[config.mk]
export PLATFORM = sky130hd
export DESIGN_NAME = fsmask_queue
export DESIGN_NICKNAME = d
export VERILOG_FILES = /design/src/hw/rtl/fsmask_pkg.sv /design/src/hw/rtl/fsmask_queue.sv
export SDC_FILE = /design/constraint.sdc
export NUM_CORES = 1
export LEC_CHECK = 0
export BUFFER_PORTS_ARGS = -buffer_cell sky130_fd_sc_hd__buf_2
export CAP_MARGIN = 40
export CORE_UTILIZATION = 54
export CTS_BUF_LIST = sky130_fd_sc_hd__clkbuf_4 sky130_fd_sc_hd__clkbuf_8
export DETAILED_ROUTE_END_ITERATION = 10
export PLACE_DENSITY = 0.82
export SLEW_MARGIN = 10
export SYNTH_ARGS = -nofsm -noshare
export SYNTH_HDL_FRONTEND = slang
export SYNTH_SLANG_ARGS = --single-unit
[constraint.sdc]
create_clock -name clk -period 4.95 [get_ports clk]
set_input_delay 0.7425 -clock clk [delete_from_list [all_inputs] [get_ports clk]]
set_output_delay 0.7425 -clock clk [all_outputs]
set_load 0.02 [all_outputs]
[src/hw/rtl/fsmask_pkg.sv]
// Shared types, codes and helpers for the feature spacing mask block.
package fsmask_pkg;

	localparam int COORD_W = 12;   // clipped pixel coordinate, covers the largest image
	localparam int CMP_W   = 15;   // signed width for box and border arithmetic
	localparam int ADDR_W  = 4;
	localparam int DATA_W  = 32;
	localparam int WORD_W  = 64;
	localparam int WORD_SH = 6;

	typedef enum logic [1:0] {
		KIND_CLEAR = 2'd0,
		KIND_OLD   = 2'd1,
		KIND_CAND  = 2'd2,
		KIND_NONE  = 2'd3
	} kind_t;

	typedef enum logic [1:0] {
		VERDICT_ACCEPT  = 2'd0,
		VERDICT_BORDER  = 2'd1,
		VERDICT_BLOCKED = 2'd2,
		VERDICT_DONE    = 2'd3
	} verdict_t;

	typedef enum logic [1:0] {
		REG_COLUMNS = 2'd0,
		REG_ROWS    = 2'd1,
		REG_HALF    = 2'd2,
		REG_MARGIN  = 2'd3
	} reg_idx_t;

	typedef enum logic [2:0] {
		BK_INIT,
		BK_IDLE,
		BK_CLEAR,
		BK_CHECK,
		BK_BOX,
		BK_DRAIN
	} back_state_t;

	typedef struct packed {
		logic [10:0] cols;
		logic [10:0] rows;
		logic [4:0]  half;
		logic [8:0]  margin;
	} cfg_t;

	// Classified item handed from the front to the back.
	typedef struct packed {
		kind_t              op;
		logic               outside;
		logic               empty;
		logic [COORD_W-1:0] px;
		logic [COORD_W-1:0] py;
		logic [COORD_W-1:0] c0;
		logic [COORD_W-1:0] c1;
		logic [COORD_W-1:0] r0;
		logic [COORD_W-1:0] r1;
	} cmd_t;

	// Round a q4 value to whole pixels, halves away from zero.
	function automatic logic signed [COORD_W-1:0] q4_round(input logic [14:0] v);
		logic [14:0]        mag;
		logic [15:0]        sum;
		logic [COORD_W-1:0] r;
		mag = v[14] ? (~v + 15'd1) : v;
		sum = {1'b0, mag} + 16'd8;
		r = sum[15:4];
		q4_round = v[14] ? signed'(~r + COORD_W'(1)) : signed'(r);
	endfunction

endpackage

[src/hw/rtl/fsmask_queue.sv]
// Two-entry command queue between front and back.
module fsmask_queue import fsmask_pkg::*; (
	input  logic clk,
	input  logic arst_n,
	input  logic push,
	input  cmd_t push_cmd,
	output logic full,
	input  logic pop,
	output cmd_t head,
	output logic empty
);

	localparam int DEPTH = 2;

	cmd_t       slot_q [DEPTH];
	logic       wr_q;
	logic       rd_q;
	logic [1:0] count_q;

	assign full = count_q == 2'(DEPTH);
	assign empty = count_q == 2'd0;
	assign head = slot_q[rd_q];

	always_ff @(posedge clk or negedge arst_n) begin
		if (!arst_n) begin
			wr_q <= 1'b0;
			rd_q <= 1'b0;
			count_q <= 2'd0;
		end else begin
			if (push) wr_q <= ~wr_q;
			if (pop) rd_q <= ~rd_q;
			if (push && !pop) count_q <= count_q + 2'd1;
			else if (pop && !push) count_q <= count_q - 2'd1;
		end
	end

	always_ff @(posedge clk) begin
		if (push) slot_q[wr_q] <= push_cmd;
	end

endmodule

==> results.cfg, run 1 <==
[status]
status = complete, no violations

[synthesis]
synth-compound-area-share_pct = 0
synth_top_family_by_area = multiplexers
ys_warn_count = 0
yosys.area_share.simple_pct = 0.452
muxShareOfSynthArea_pct = 16.7
synth_cell_type_count = 14
syn_inst = 253
ys_ff_latch = 156
syn_area_sq_um = 5810
seq_area_frac_synth_pct = 80.3
synthAdderAreaFrac_pct = 0.215
syn_nets = 334
syn_area_per_cell_sq_um = 23.0
synth-xor-area-share_pct = 0.754

[floorplan]
row_count = 37
io_pins = 158
core_area_sq_um = 10400
initial_utilization_pct = 56.0
die_x_microns = 106
die_y_microns = 106
die_area_sq_um = 11200

[placed_design]
port_buffers = 157
hpwl_mm = 6.54
gp_congestion = 0.682

[final_layout]
post-route-util_pct = 69.7
area_growth_pct = 24.5
drive_gt1_share_pct = 62.2
antenna_cells = 0
layout.nets = 505

[route]
firstDrtPassIters = 4
drt-vias-per-instance = 5.06
wl_mm = 9.77
drt_iter0_drc = 105
ant_nets = 0
wire_per_inst_microns = 17.0
drc_errors = 0
via_count = 2900

[pwr]
power.switching_mw = 1.33
powerDensity_nw_per_um2 = 596
ir_worst_vdd_v = 0.000368
p_leak_nw = 2.84
p_comb_share_pct = 31.8
intPower_mw = 2.98
pwr-share-seq_pct = 43.8
sw_frac_of_total_pct = 30.9
clkPwrFrac_pct = 24.4
total_power_mw = 4.31

[setup_path]
crit_end = head[70]
critPathLaunchType = register
rr_worst_depth = 2
cp_data_required_time_ps = 4210
crit_start = rd_q
arrival_ps = 2110
rr_startpoint = wr_q
worstPathMaxFanout = 44
r2r_slack_ps = 3300
rr_endpoint = slot_q[1][54]
critPathCaptureType = output port
criticalPathCategory = reg2out

[global_routing]
antenna_found_initial = 0
grt_pass1_vias = 3073
overflow = 0
grt_pass1_wl_mm = 14.9
grt_max_degree = 45
track_usage_pct = 18.4

[clock_network]
cts_tree = built
clock-root-buffer = clkbuf_8
cts_buffer_depth = 2
post_cts_buffers = 0
path_clk_slew_ps = 80
clk_latency_ps = 420
cts-resized-gates = 0
clock-sinks = 156
cts_buffers = 17
hold_buffers = 0
cts_max_level = 4

[timing]
fin_crit_sh_pct = 57.7
worst_slew_pin_slew_ps = 624
finalSetupViolations = 0
finalMaxSlewViolations = 0
finalSetupTns_ps = 0
slew_headroom_pct = 58.4
fin_skew_ps = 9.04
fmax_mhz = 350
min_period_ps = 2850
hold_viol_final = 0
rsz0062_at_grt = no

[worst_hold_path]
hold_path.class = in2async

[run]
maxCapViolCount = 0
[through the flow]
step | std cells | instance area (sq um) | hold WS (ps) | setup WS [ps]
floorplan | 253 | 5810 | 447 | 361
global placement | 538 | 6710 | 471 | 2400
detailed placement | 541 | 6780 | 521 | 2530
CTS | 573 | 7230 | 83.1 | 2060
global route | 573 | 7230 | 83.3 | 1980
finish | 573 | 7230 | 109 | 2100
[layout by cell type, fill, tap and decap left out, drive strengths merged]
cell / synthesis / routed
buf: 9 / 161
edfxtp: 152 / 152
mux2: 76 / 76
clkbuf: 0 / 20
bufinv: 0 / 5
xor2: 4 / 4
clkinv: 0 / 4
dfrtp: 4 / 4
nor2: 2 / 2
clkinvlp: 0 / 2
inv: 1 / 2
nor2b: 2 / 2
and2: 1 / 1
xnor2: 1 / 1
ha: 1 / 1
[final cells by class]
class,count,area (sq um)
Sequential cell,156,4670
Fill cell,704,3140
Multi-Input combinational cell,87,1060
Timing Repair Buffer,161,873
Clock buffer,20,256
Clock inverter,12,198
Tap cell,136,170
Inverter,1,3.75
[worst max-delay path: stages (launching register included)]
cell and delay, ps:
dfrtp_4 780, buf_16 330, mux2_2 380, buf_2 160
[routing by layer]
metal	vias up	wire length [microns]	global-route usage, %
li1	1337	-	-
met1	1434	3820	21.0
met2	118	5060	31.0
met3	11	759	6.62
met4	0	122	8.33
met5	-	0	0
[synth_stat cells]
| cell type | number | share of area (%) |
|---|---|---|
| dfrtp_1 | 4 | 1.7 |
| buf_6 | 2 | 0.39 |
| ha_1 | 1 | 0.22 |
| buf_2 | 4 | 0.34 |
| inv_1 | 1 | 0.065 |
| buf_8 | 3 | 0.78 |
| xor2_1 | 4 | 0.60 |
| edfxtp_1 | 152 | 79 |
| nor2_1 | 2 | 0.13 |
| and2_1 | 1 | 0.11 |
| mux2_2 | 46 | 8.9 |
| mux2_4 | 30 | 7.8 |
| xnor2_1 | 1 | 0.15 |
| nor2b_1 | 2 | 0.22 |
[state kept, by name, indices dropped and copies added, names as in the netlist]
name     cells
slot_q     152
wr_q         1
count_q      2
rd_q         1
[logic make-up (layout without fill, tap and decap cells)]
logic type | count (synthesis) | after routing
XOR/XNOR | 5 | 5
AND/OR/NAND/NOR | 5 | 5
buffers and inverters | 10 | 194
multiplexers | 76 | 76
flip-flops | 156 | 156
adder cells (fa/ha/maj) | 1 | 1
[worst min path at each step]
| stage | end | startpoint | depth (start not counted) |
|---|---|---|---|
| after floorplan | count_q[0] | arst_n | 0 |
| after global placement | count_q[1] | count_q[1] | 1 |
| after detailed placement | count_q[1] | count_q[1] | 1 |
| after CTS | count_q[0] | arst_n | 1 |
| after global routing | count_q[1] | arst_n | 1 |
| final | count_q[1] | arst_n | 1 |
[power by group through the flow]
| stage | clock, mW | sequential, mW | combinational [mW] |
|---|---|---|---|
| after floorplan | 0 | 1.85 | 1.06 |
| after global placement | 0 | 1.98 | 1.26 |
| after detailed placement | 0 | 1.92 | 1.39 |
| after CTS | 1.07 | 1.89 | 1.39 |
| final | 1.05 | 1.89 | 1.37 |
| after global routing | 1.12 | 1.92 | 1.46 |
No activity file was read; power rests on OpenSTA's default activity.
==> run 2, diff against run 1 <==
clock period = 2.7 ns   (was 4.95 ns; I/O delays follow)
==> run 2 against run 1 <==
First-iteration DRC count up 30%; global-route usage decreased by 0.80 points; die area did not move; register-to-register slack lost 2200 ps; critical path depth is the same; final cell count grew 0.17%; wire length fell by 2.5%; total power is 78% higher; clock skew shrank 2.8 ps; combinational power increased by 85%; sequential share of layout area rose by 0.64 points; largest cell class unchanged; largest power group unchanged; highest routed layer unchanged.
==> results.cfg, run 2 (synthesized netlist as in run 1, its figures left out) <==
[status]
status = complete, no violations

[clock_network]
hold_buffers = 1
path_clk_slew_ps = 80
clock-sinks = 156
cts-resized-gates = 0
cts_buffer_depth = 2
clk_latency_ps = 430
cts_tree = built
post_cts_buffers = 0
clock-root-buffer = clkbuf_8
cts_buffers = 17
cts_max_level = 4

[floorplan]
initial_utilization_pct = 56.0
die_x_microns = 106
core_area_sq_um = 10400
row_count = 37
die_area_sq_um = 11200
die_y_microns = 106
io_pins = 158

[final_layout]
layout.nets = 507
drive_gt1_share_pct = 61.9
fin_area_sq_um = 7160
seqCellArea_sq_um = 4670
regMostFlops = slot_q
final_cell_mix = 157 x buf_2, 152 x edfxtp_1, 46 x mux2_2
area_growth_pct = 23.3
multi_input_area_sq_um = 1060
fillers = 702
largest_reg_flops = 152
final_common_cell = buf_2
antenna_cells = 0
reg_top3 = slot_q x152, count_q x2

[route]
highest_layer = met4
drt-vias-per-instance = 5.08
met2_length_mm = 4.75
detail_route.wirelength.met1_mm = 3.82
drt_iter0_drc = 136
wl_mm = 9.52
route.met3.wl_microns = 778
via_count = 2917
ant_nets = 0
drc_errors = 0
firstDrtPassIters = 4
wire_per_inst_microns = 16.6

[timing]
hold_viol_final = 0
worst_slew_pin_slew_ps = 543
fmax_mhz = 418
rsz0062_at_grt = no
finalSetupViolations = 0
slew_headroom_pct = 63.8
min_period_ps = 2390
fin_crit_sh_pct = 88.6
finalSetupTns_ps = 0
finalMaxSlewViolations = 0
fin_skew_ps = 6.26

[setup_path]
rr_startpoint = wr_q
worstPathMaxFanout = 23
critPathLaunchType = register
rr_endpoint = slot_q[1][2]
criticalPathCategory = reg2out
critPathCaptureType = output port
rr_worst_depth = 2
cp_data_required_time_ps = 2300
arrival_ps = 1990
r2r_slack_ps = 1110

[worst_hold_path]
hold_path.class = in2reg
worstHoldStart = push_cmd[64]
hold_path_depth = 1
hold_path_end = slot_q[1][64]

[global_routing]
overflow = 0
grt_pass1_wl_mm = 14.4
antenna_found_initial = 0
grt_max_degree = 41
grt_pass1_vias = 3001
track_usage_pct = 17.6

[pwr]
p_leak_nw = 2.80
powerDensity_nw_per_um2 = 1070
ir_worst_vdd_v = 0.000653
total_power_mw = 7.66

[run]
maxCapViolCount = 0

[placed_design]
placed_area_sq_um = 6750
hpwl_mm = 6.31
port_buffers = 157
gp_congestion = 0.682
-- run 2: through the flow --
step           setup slack [ps]  std cells  hold slack [ps]  utilization (%)
2_1_floorplan              58.3        253              109                -
3_3_place_gp                767        542              220             65.1
3_5_place_dp                743        542              224             65.1
4_1_cts                     259        574              124             69.0
5_1_grt                     230        574              134             69.0
6_report                    307        574              158             69.0
-- run 2: worst max-delay path by stage --
stage	from	end	cells past startpoint
5_1_grt	rd_q	head[60]	3
3_3_place_gp	rd_q	head[4]	3
2_1_floorplan	wr_q	slot_q[1][0]	1
3_5_place_dp	rd_q	head[59]	3
6_report	rd_q	head[59]	3
4_1_cts	rd_q	head[59]	3
-- run 2: routing by layer --
metal	vias up	GRT usage, %
met2	124	28.2
met5	-	0
met3	17	6.18
li1	1338	-
met4	0	9.23
met1	1438	21.0
-- run 2: cell type report --
cell class                      instances  share of cell area [%]
Sequential cell                       156                    65.2
Multi-Input combinational cell         87                    14.8
Timing Repair Buffer                  163                    12.0
Clock buffer                           19                    3.48
Tap cell                              136                    2.38
Clock inverter                         12                    2.08
Inverter                                1                  0.0524
-- run 2: where the power goes --
group	internal (mW)	total (mW)	switching, mW	leakage [nW]
registers	3.22	3.41	0.194	1.47
logic	1.09	2.53	1.44	1.13
clock network	0.922	1.72	0.794	0.196
total	5.23	7.66	2.43	2.80
-- run 2: worst max-delay path: stages (launching register included) --
cell and delay (ps):
dfrtp_4 630, buf_4 380, mux2_2 390, buf_2 160
