<file path="config.mk">
export PLATFORM = sky130hd
export DESIGN_NAME = fsmask_front_flat
export DESIGN_NICKNAME = d
export VERILOG_FILES = /design/src/hw/rtl/fsmask_pkg.sv /design/src/hw/rtl/fsmask_if.sv /design/src/hw/rtl/fsmask_front.sv /design/src/flat_wrapper.sv
export SDC_FILE = /design/constraint.sdc
export NUM_CORES = 1
export LEC_CHECK = 0
export BUFFER_PORTS_ARGS = -buffer_cell sky130_fd_sc_hd__buf_4
export CAP_MARGIN = 20
export CORE_UTILIZATION = 63
export DETAILED_ROUTE_END_ITERATION = 8
export PLACE_DENSITY_LB_ADDON = 0.08
export SYNTH_ARGS = -nofsm -noshare
export SYNTH_HDL_FRONTEND = slang
export SYNTH_SLANG_ARGS = --single-unit
export TNS_END_PERCENT = 20
</file>
<file path="constraint.sdc">
create_clock -name clk -period 13.8 [get_ports clk]
set_input_delay 1.38 -clock clk [delete_from_list [all_inputs] [get_ports clk]]
set_output_delay 1.38 -clock clk [all_outputs]
set_load 0.02 [all_outputs]
</file>
<file path="src/hw/rtl/fsmask_pkg.sv">
// Shared types, codes and helpers for the feature spacing mask block.
package fsmask_pkg;

	localparam int COORD_W = 12;   // clipped pixel coordinate, covers the largest image
	localparam int CMP_W   = 15;   // signed width for box and border arithmetic
	localparam int ADDR_W  = 4;
	localparam int DATA_W  = 32;
	localparam int WORD_W  = 64;
	localparam int WORD_SH = 6;

	typedef enum logic [1:0] {
		KIND_CLEAR = 2'd0,
		KIND_OLD   = 2'd1,
		KIND_CAND  = 2'd2,
		KIND_NONE  = 2'd3
	} kind_t;

	typedef enum logic [1:0] {
		VERDICT_ACCEPT  = 2'd0,
		VERDICT_BORDER  = 2'd1,
		VERDICT_BLOCKED = 2'd2,
		VERDICT_DONE    = 2'd3
	} verdict_t;

	typedef enum logic [1:0] {
		REG_COLUMNS = 2'd0,
		REG_ROWS    = 2'd1,
		REG_HALF    = 2'd2,
		REG_MARGIN  = 2'd3
	} reg_idx_t;

	typedef enum logic [2:0] {
		BK_INIT,
		BK_IDLE,
		BK_CLEAR,
		BK_CHECK,
		BK_BOX,
		BK_DRAIN
	} back_state_t;

	typedef struct packed {
		logic [10:0] cols;
		logic [10:0] rows;
		logic [4:0]  half;
		logic [8:0]  margin;
	} cfg_t;

	// Classified item handed from the front to the back.
	typedef struct packed {
		kind_t              op;
		logic               outside;
		logic               empty;
		logic [COORD_W-1:0] px;
		logic [COORD_W-1:0] py;
		logic [COORD_W-1:0] c0;
		logic [COORD_W-1:0] c1;
		logic [COORD_W-1:0] r0;
		logic [COORD_W-1:0] r1;
	} cmd_t;

	// Round a q4 value to whole pixels, halves away from zero.
	function automatic logic signed [COORD_W-1:0] q4_round(input logic [14:0] v);
		logic [14:0]        mag;
		logic [15:0]        sum;
		logic [COORD_W-1:0] r;
		mag = v[14] ? (~v + 15'd1) : v;
		sum = {1'b0, mag} + 16'd8;
		r = sum[15:4];
		q4_round = v[14] ? signed'(~r + COORD_W'(1)) : signed'(r);
	endfunction

endpackage

</file>
<file path="src/hw/rtl/fsmask_if.sv">
// Item and verdict channel interfaces.
interface fsmask_item_if;
	logic               valid;
	logic               ready;
	logic [1:0]         kind;
	logic signed [14:0] x_q4;
	logic signed [14:0] y_q4;

	modport source(output valid, output kind, output x_q4, output y_q4, input ready);
	modport sink(input valid, input kind, input x_q4, input y_q4, output ready);
endinterface


</file>
<file path="src/hw/rtl/fsmask_front.sv">
// Front end: takes items, rounds coordinates, clips the box and runs the border test.
module fsmask_front import fsmask_pkg::*; #(
	parameter int MAX_COLUMNS     = 1024,
	parameter int MAX_ROWS        = 1024,
	parameter int MAX_HALF_LENGTH = 31
) (
	input  logic   clk,
	input  logic   arst_n,
	input  logic   hold,
	fsmask_item_if.sink items,
	input  cfg_t   cfg,
	input  logic   q_full,
	output logic   push,
	output cmd_t   push_cmd
);

	localparam logic signed [CMP_W-1:0] MAX_C = CMP_W'(MAX_COLUMNS);
	localparam logic signed [CMP_W-1:0] MAX_R = CMP_W'(MAX_ROWS);
	localparam logic signed [CMP_W-1:0] MAX_H = CMP_W'(MAX_HALF_LENGTH);
	localparam logic signed [CMP_W-1:0] ONE   = CMP_W'(1);

	logic                      valid_s1;
	kind_t                     kind_s1;
	logic signed [COORD_W-1:0] x_s1;
	logic signed [COORD_W-1:0] y_s1;

	logic signed [CMP_W-1:0] xs, ys, hs, ms;
	logic signed [CMP_W-1:0] cols_raw, rows_raw, cols, rows;
	logic signed [CMP_W-1:0] xmax, ymax, c0, c1, r0, r1;

	assign push = valid_s1 && !q_full;
	assign items.ready = !hold && (!valid_s1 || !q_full);

	always_ff @(posedge clk or negedge arst_n) begin
		if (!arst_n) begin
			valid_s1 <= 1'b0;
		end else if (items.ready) begin
			valid_s1 <= items.valid;
		end
	end

	always_ff @(posedge clk) begin
		if (items.valid && items.ready) begin
			kind_s1 <= kind_t'(items.kind);
			x_s1 <= q4_round(items.x_q4);
			y_s1 <= q4_round(items.y_q4);
		end
	end

	always_comb begin
		xs = {{(CMP_W-COORD_W){x_s1[COORD_W-1]}}, x_s1};
		ys = {{(CMP_W-COORD_W){y_s1[COORD_W-1]}}, y_s1};
		hs = (CMP_W'(cfg.half) > MAX_H) ? MAX_H : CMP_W'(cfg.half);
		ms = CMP_W'(cfg.margin);
		cols_raw = CMP_W'(cfg.cols);
		rows_raw = CMP_W'(cfg.rows);
		cols = (cols_raw == '0) ? ONE : ((cols_raw > MAX_C) ? MAX_C : cols_raw);
		rows = (rows_raw == '0) ? ONE : ((rows_raw > MAX_R) ? MAX_R : rows_raw);
		xmax = cols - ms - ONE;
		ymax = rows - ms - ONE;
		c0 = xs - hs;
		c1 = xs + hs;
		r0 = ys - hs;
		r1 = ys + hs;
		if (c0[CMP_W-1]) c0 = '0;
		if (r0[CMP_W-1]) r0 = '0;
		if (c1 > cols - ONE) c1 = cols - ONE;
		if (r1 > rows - ONE) r1 = rows - ONE;

		push_cmd.op = kind_s1;
		push_cmd.outside = (xs < ms) || (xs > xmax) || (ys < ms) || (ys > ymax);
		push_cmd.empty = (c0 > c1) || (r0 > r1);
		push_cmd.px = xs[COORD_W-1:0];
		push_cmd.py = ys[COORD_W-1:0];
		push_cmd.c0 = c0[COORD_W-1:0];
		push_cmd.c1 = c1[COORD_W-1:0];
		push_cmd.r0 = r0[COORD_W-1:0];
		push_cmd.r1 = r1[COORD_W-1:0];
	end

endmodule

</file>
<file path="src/flat_wrapper.sv">
// flat-port wrapper written by rule: the top's interface ports become plain ports
module fsmask_front_flat import fsmask_pkg::*;
#(
	parameter int MAX_COLUMNS     = 1024,
	parameter int MAX_ROWS        = 1024,
	parameter int MAX_HALF_LENGTH = 31
)
  (clk, arst_n, hold, cfg, q_full, push, push_cmd, items_valid, items_kind, items_x_q4, items_y_q4, items_ready);
  fsmask_item_if items_i ();
  input  logic clk;
  input  logic arst_n;
  input  logic hold;
  input  cfg_t cfg;
  input  logic q_full;
  output logic push;
  output cmd_t push_cmd;
  input wire logic [$bits(items_i.valid)-1:0] items_valid;
  input wire logic [$bits(items_i.kind)-1:0] items_kind;
  input wire logic [$bits(items_i.x_q4)-1:0] items_x_q4;
  input wire logic [$bits(items_i.y_q4)-1:0] items_y_q4;
  output wire logic [$bits(items_i.ready)-1:0] items_ready;
  assign items_i.valid = items_valid;
  assign items_i.kind = items_kind;
  assign items_i.x_q4 = items_x_q4;
  assign items_i.y_q4 = items_y_q4;
  assign items_ready = items_i.ready;
  fsmask_front #(.MAX_COLUMNS(MAX_COLUMNS), .MAX_ROWS(MAX_ROWS), .MAX_HALF_LENGTH(MAX_HALF_LENGTH)) u_core (.clk(clk), .arst_n(arst_n), .hold(hold), .items(items_i), .cfg(cfg), .q_full(q_full), .push(push), .push_cmd(push_cmd));
endmodule
</file>
==> impl_metrics.json <==
{
  "max_cap_violations": 0,
  "reg2reg_from": "u_core.valid_s1$_DFFE_PN0P_",
  "max_slew.worst_pin.slew_ps": 1030,
  "drc": 0,
  "min_to": "u_core.valid_s1$_DFFE_PN0P_",
  "synth.distinct_cells": 68,
  "rsz0062_at_grt": "false",
  "clkLatencyLatePin_ps": 260,
  "hold_depth": 1,
  "die_x_um": 114,
  "io_pins": 151,
  "placed_area_sq_um": 9090,
  "cp.required_ps": 12420,
  "leakagePower_nw": 4.43,
  "nNetsFinal": 1395,
  "rrSetupSlack_ps": 12340,
  "instances_no_fill": 1343,
  "start_util_pct": 65.1,
  "syn_area_sq_um": 7850,
  "first_pass_iters": 5,
  "clkPwrFrac_pct": 10.9,
  "die_area_sq_um": 12900,
  "syn_area_per_cell_sq_um": 7.49,
  "worst-setup-path-type": "input pin to primary output",
  "run_status": "completed",
  "final.setup.tns_ps": 0,
  "path_max_fanout": 20,
  "grt_overflow_total": 0,
  "ctsHoldBuffers": 0,
  "vias": 7849,
  "place_congestion": 0.946,
  "synth_seq_cells": 27,
  "fp.dieH_um": 114,
  "cp-start-kind": "input pin",
  "cts_root_buffer": "clkbuf_16",
  "drive_gt1_share_pct": 15.7,
  "critPathMaxStageDelay_ps": 660,
  "cts_buffers": 3,
  "setup_viol": 0,
  "async_flop_share_pct": 3.70,
  "ys_warn_count": 0,
  "grt_max_degree": 27,
  "coreArea_sq_um": 12100,
  "slew_headroom_pct": 31.2,
  "rows": 40,
  "r2r_cells": 3,
  "netSwitchingFraction_pct": 45.5,
  "dp_hpwl_um": 17100,
  "cts_sinks": 27,
  "grt_pass1_wl_um": 33100,
  "drt-total-wl_um": 20200,
  "final_area_sq_um": 9190,
  "final_hold_viol_count": 0,
  "drt_iter0_drc": 545,
  "area_growth_pct": 17.1,
  "diodes": 0,
  "seq_area_frac_synth_pct": 10.3,
  "crit_slowest_cell": "a221oi_1",
  "fin_skew_ps": 1.96,
  "grt_pass1_vias": 7273,
  "cts_tree": "done",
  "grt_use_total_pct": 31.5,
  "antenna_found_initial": 0,
  "clkTransAtPathRegs_ps": 60,
  "fin_crit_ps": 9320,
  "combPwrFrac_pct": 69.8,
  "finalCritPeriodShare_pct": 67.5,
  "vias_per_cell": 5.84,
  "numPortBuffers": 150,
  "endpoint_kind": "primary output",
  "clock_path_buffers": 2,
  "ctsResizeCount": 0,
  "final_max_slew_viol_count": 0,
  "hold_path.class": "register to register",
  "postCtsSetupBuffers": 0,
  "ir_worst_vdd_v": 0.0000654,
  "htree_levels": 1,
  "max_freq_mhz": 107,
  "powerDensity_nw_per_um2": 64.9,
  "dp.cells": 1338,
  "ant_nets": 0,
  "p_sw_mw": 0.271,
  "seqPwrFrac_pct": 19.3,
  "synthCells": 1048,
  "internal-power_mw": 0.325,
  "synth_edf_count": 26,
  "nFillCells": 987,
  "hold_start": "u_core.valid_s1$_DFFE_PN0P_",
  "detail_route.wl_per_cell_um": 15.1,
  "synth-main-ff-cell": "edfxtp_1",
  "r2r_end": "u_core.x_s1[8]$_DFFE_PP_",
  "worstPathArrival_ps": 7940
}
-- routing by layer --
layer  share of wire [%]  GRT usage (%)
met5                   0              0
met4                 2.4           10.6
met3                 6.4           2.55
met2                  46           53.6
met1                  46           41.9
-- critical path, delay by kind of cell --
family,cells,cell delay (ps)
AOI/OAI and AO/OA,11,2300
muxes,1,470
adders and majority gates,3,770
and+or+nand+nor,11,2460
buffers and inverters,4,550
-- power by group through the flow --
stage          Combinational, mW  Clock (mW)  Sequential (mW)
5_1_grt                    0.464      0.0697            0.116
3_3_place_gp               0.402           0            0.116
3_5_place_dp               0.410           0            0.116
2_1_floorplan              0.286           0            0.116
4_1_cts                    0.412      0.0658            0.115
6_report                   0.417      0.0649            0.115
-- per-stage QoR --
stage | power (mW) | worst slack [ps] | utilization, % | hold WS, ps
after detailed placement | 0.526 | 4580 | 75.3 | 524
after floorplan | 0.401 | 5550 | - | 496
final | 0.597 | 4480 | 76.2 | 561
after global placement | 0.519 | 4850 | 75.3 | 521
after CTS | 0.593 | 4560 | 76.0 | 550
after global routing | 0.650 | 3840 | 76.2 | 601
-- sequential cells by signal (all words and copies together), names as in the netlist --
signal	cells
u_core.kind_s1	2
u_core.valid_s1	1
u_core.x_s1	12
u_core.y_s1	12
-- logic make-up (layout without fill, tap and decap cells) --
group	count (synthesis)	after routing	synth area share (%)
other	1	4	0.0478
AND/OR/NAND/NOR	352	352	23.5
AO/OA/AOI/OAI	257	257	21.1
XOR/XNOR	103	103	11.5
multiplexers	22	22	2.98
buffers and inverters	139	263	6.66
flip-flops	27	27	10.3
adder cells (fa/ha/maj)	147	147	24.0
-- final cells by class --
| type | count | area (sq um) | share of cell area, % |
|---|---|---|---|
| Clock buffer | 4 | 78.8 | 0.857 |
| Inverter | 108 | 405 | 4.41 |
| Multi-Input combinational cell | 885 | 6540 | 71.1 |
| Sequential cell | 27 | 806 | 8.76 |
| Tap cell | 168 | 210 | 2.29 |
| Timing Repair Buffer | 151 | 1150 | 12.5 |
-- worst max-delay path by stage --
stage | start | cells after the start | to | slack [ps]
after floorplan | cfg[28] | 30 | push_cmd[72] | 5550
final | cfg[17] | 30 | push_cmd[72] | 4480
after detailed placement | cfg[17] | 30 | push_cmd[72] | 4580
after CTS | cfg[17] | 30 | push_cmd[72] | 4560
after global routing | cfg[17] | 30 | push_cmd[72] | 3840
after global placement | cfg[28] | 29 | push_cmd[72] | 4850
-- cell usage in the layout, fill, tap and decap left out, types with 9 or more instances in the layout --
| cell | netlist | final |
|---|---|---|
| a21oi_1 | 62 | 62 |
| nor2_1 | 77 | 77 |
| nand2b_1 | 30 | 30 |
| nand3_1 | 29 | 29 |
| ha_1 | 140 | 140 |
| mux2_2 | 11 | 11 |
| nand4_1 | 15 | 15 |
| buf_4 | 0 | 150 |
| xor2_1 | 40 | 40 |
| edfxtp_1 | 26 | 26 |
| or3_1 | 9 | 9 |
| nor2b_1 | 33 | 33 |
| a31oi_1 | 11 | 11 |
| o21a_1 | 20 | 20 |
| nor4_1 | 15 | 15 |
| a21o_1 | 41 | 41 |
| nand2_1 | 68 | 68 |
| xnor2_1 | 63 | 63 |
| mux2i_1 | 11 | 11 |
| nor3_1 | 19 | 19 |
| and2_1 | 12 | 12 |
| inv_1 | 107 | 107 |
| or4_1 | 12 | 12 |
| or2_2 | 10 | 10 |
| o21ai_0 | 61 | 61 |
-- synthesized netlist by cell type (2+ instances only) --
cell type | n | area [sq um]
buf_1 | 3 | 11.3
xnor2_1 | 63 | 552
a41oi_1 | 4 | 35.0
a21boi_0 | 2 | 15.0
o21ai_0 | 61 | 305
ha_1 | 140 | 1750
and3_1 | 5 | 31.3
a21o_1 | 41 | 308
nand4b_1 | 2 | 17.5
o31a_1 | 2 | 17.5
nand2_1 | 68 | 255
a211oi_1 | 4 | 30.0
xor2_1 | 40 | 350
nor2b_1 | 33 | 206
and4_1 | 3 | 26.3
mux2_2 | 11 | 124
fa_1 | 6 | 120
o21a_1 | 20 | 150
edfxtp_1 | 26 | 781
o31ai_1 | 5 | 37.5
or4_1 | 12 | 90.1
o221ai_1 | 2 | 17.5
clkbuf_1 | 27 | 101
a2111oi_0 | 5 | 43.8
nor3b_1 | 3 | 22.5
a221oi_1 | 4 | 35.0
o22ai_1 | 7 | 43.8
or3_1 | 9 | 56.3
nor3_1 | 19 | 95.1
mux2i_1 | 11 | 110
inv_1 | 107 | 402
and2_1 | 12 | 75.1
a221o_1 | 3 | 30.0
nand3_1 | 29 | 145
nor2_1 | 77 | 289
nor4_1 | 15 | 93.8
nand2b_1 | 30 | 188
or2_1 | 2 | 12.5
nand4_1 | 15 | 93.8
a31oi_1 | 11 | 68.8
a21oi_1 | 62 | 310
a31o_2 | 2 | 17.5
o211ai_1 | 7 | 52.6
o21bai_1 | 5 | 37.5
or2_2 | 10 | 62.6
Note: power is estimated with default switching activity, not from simulation.
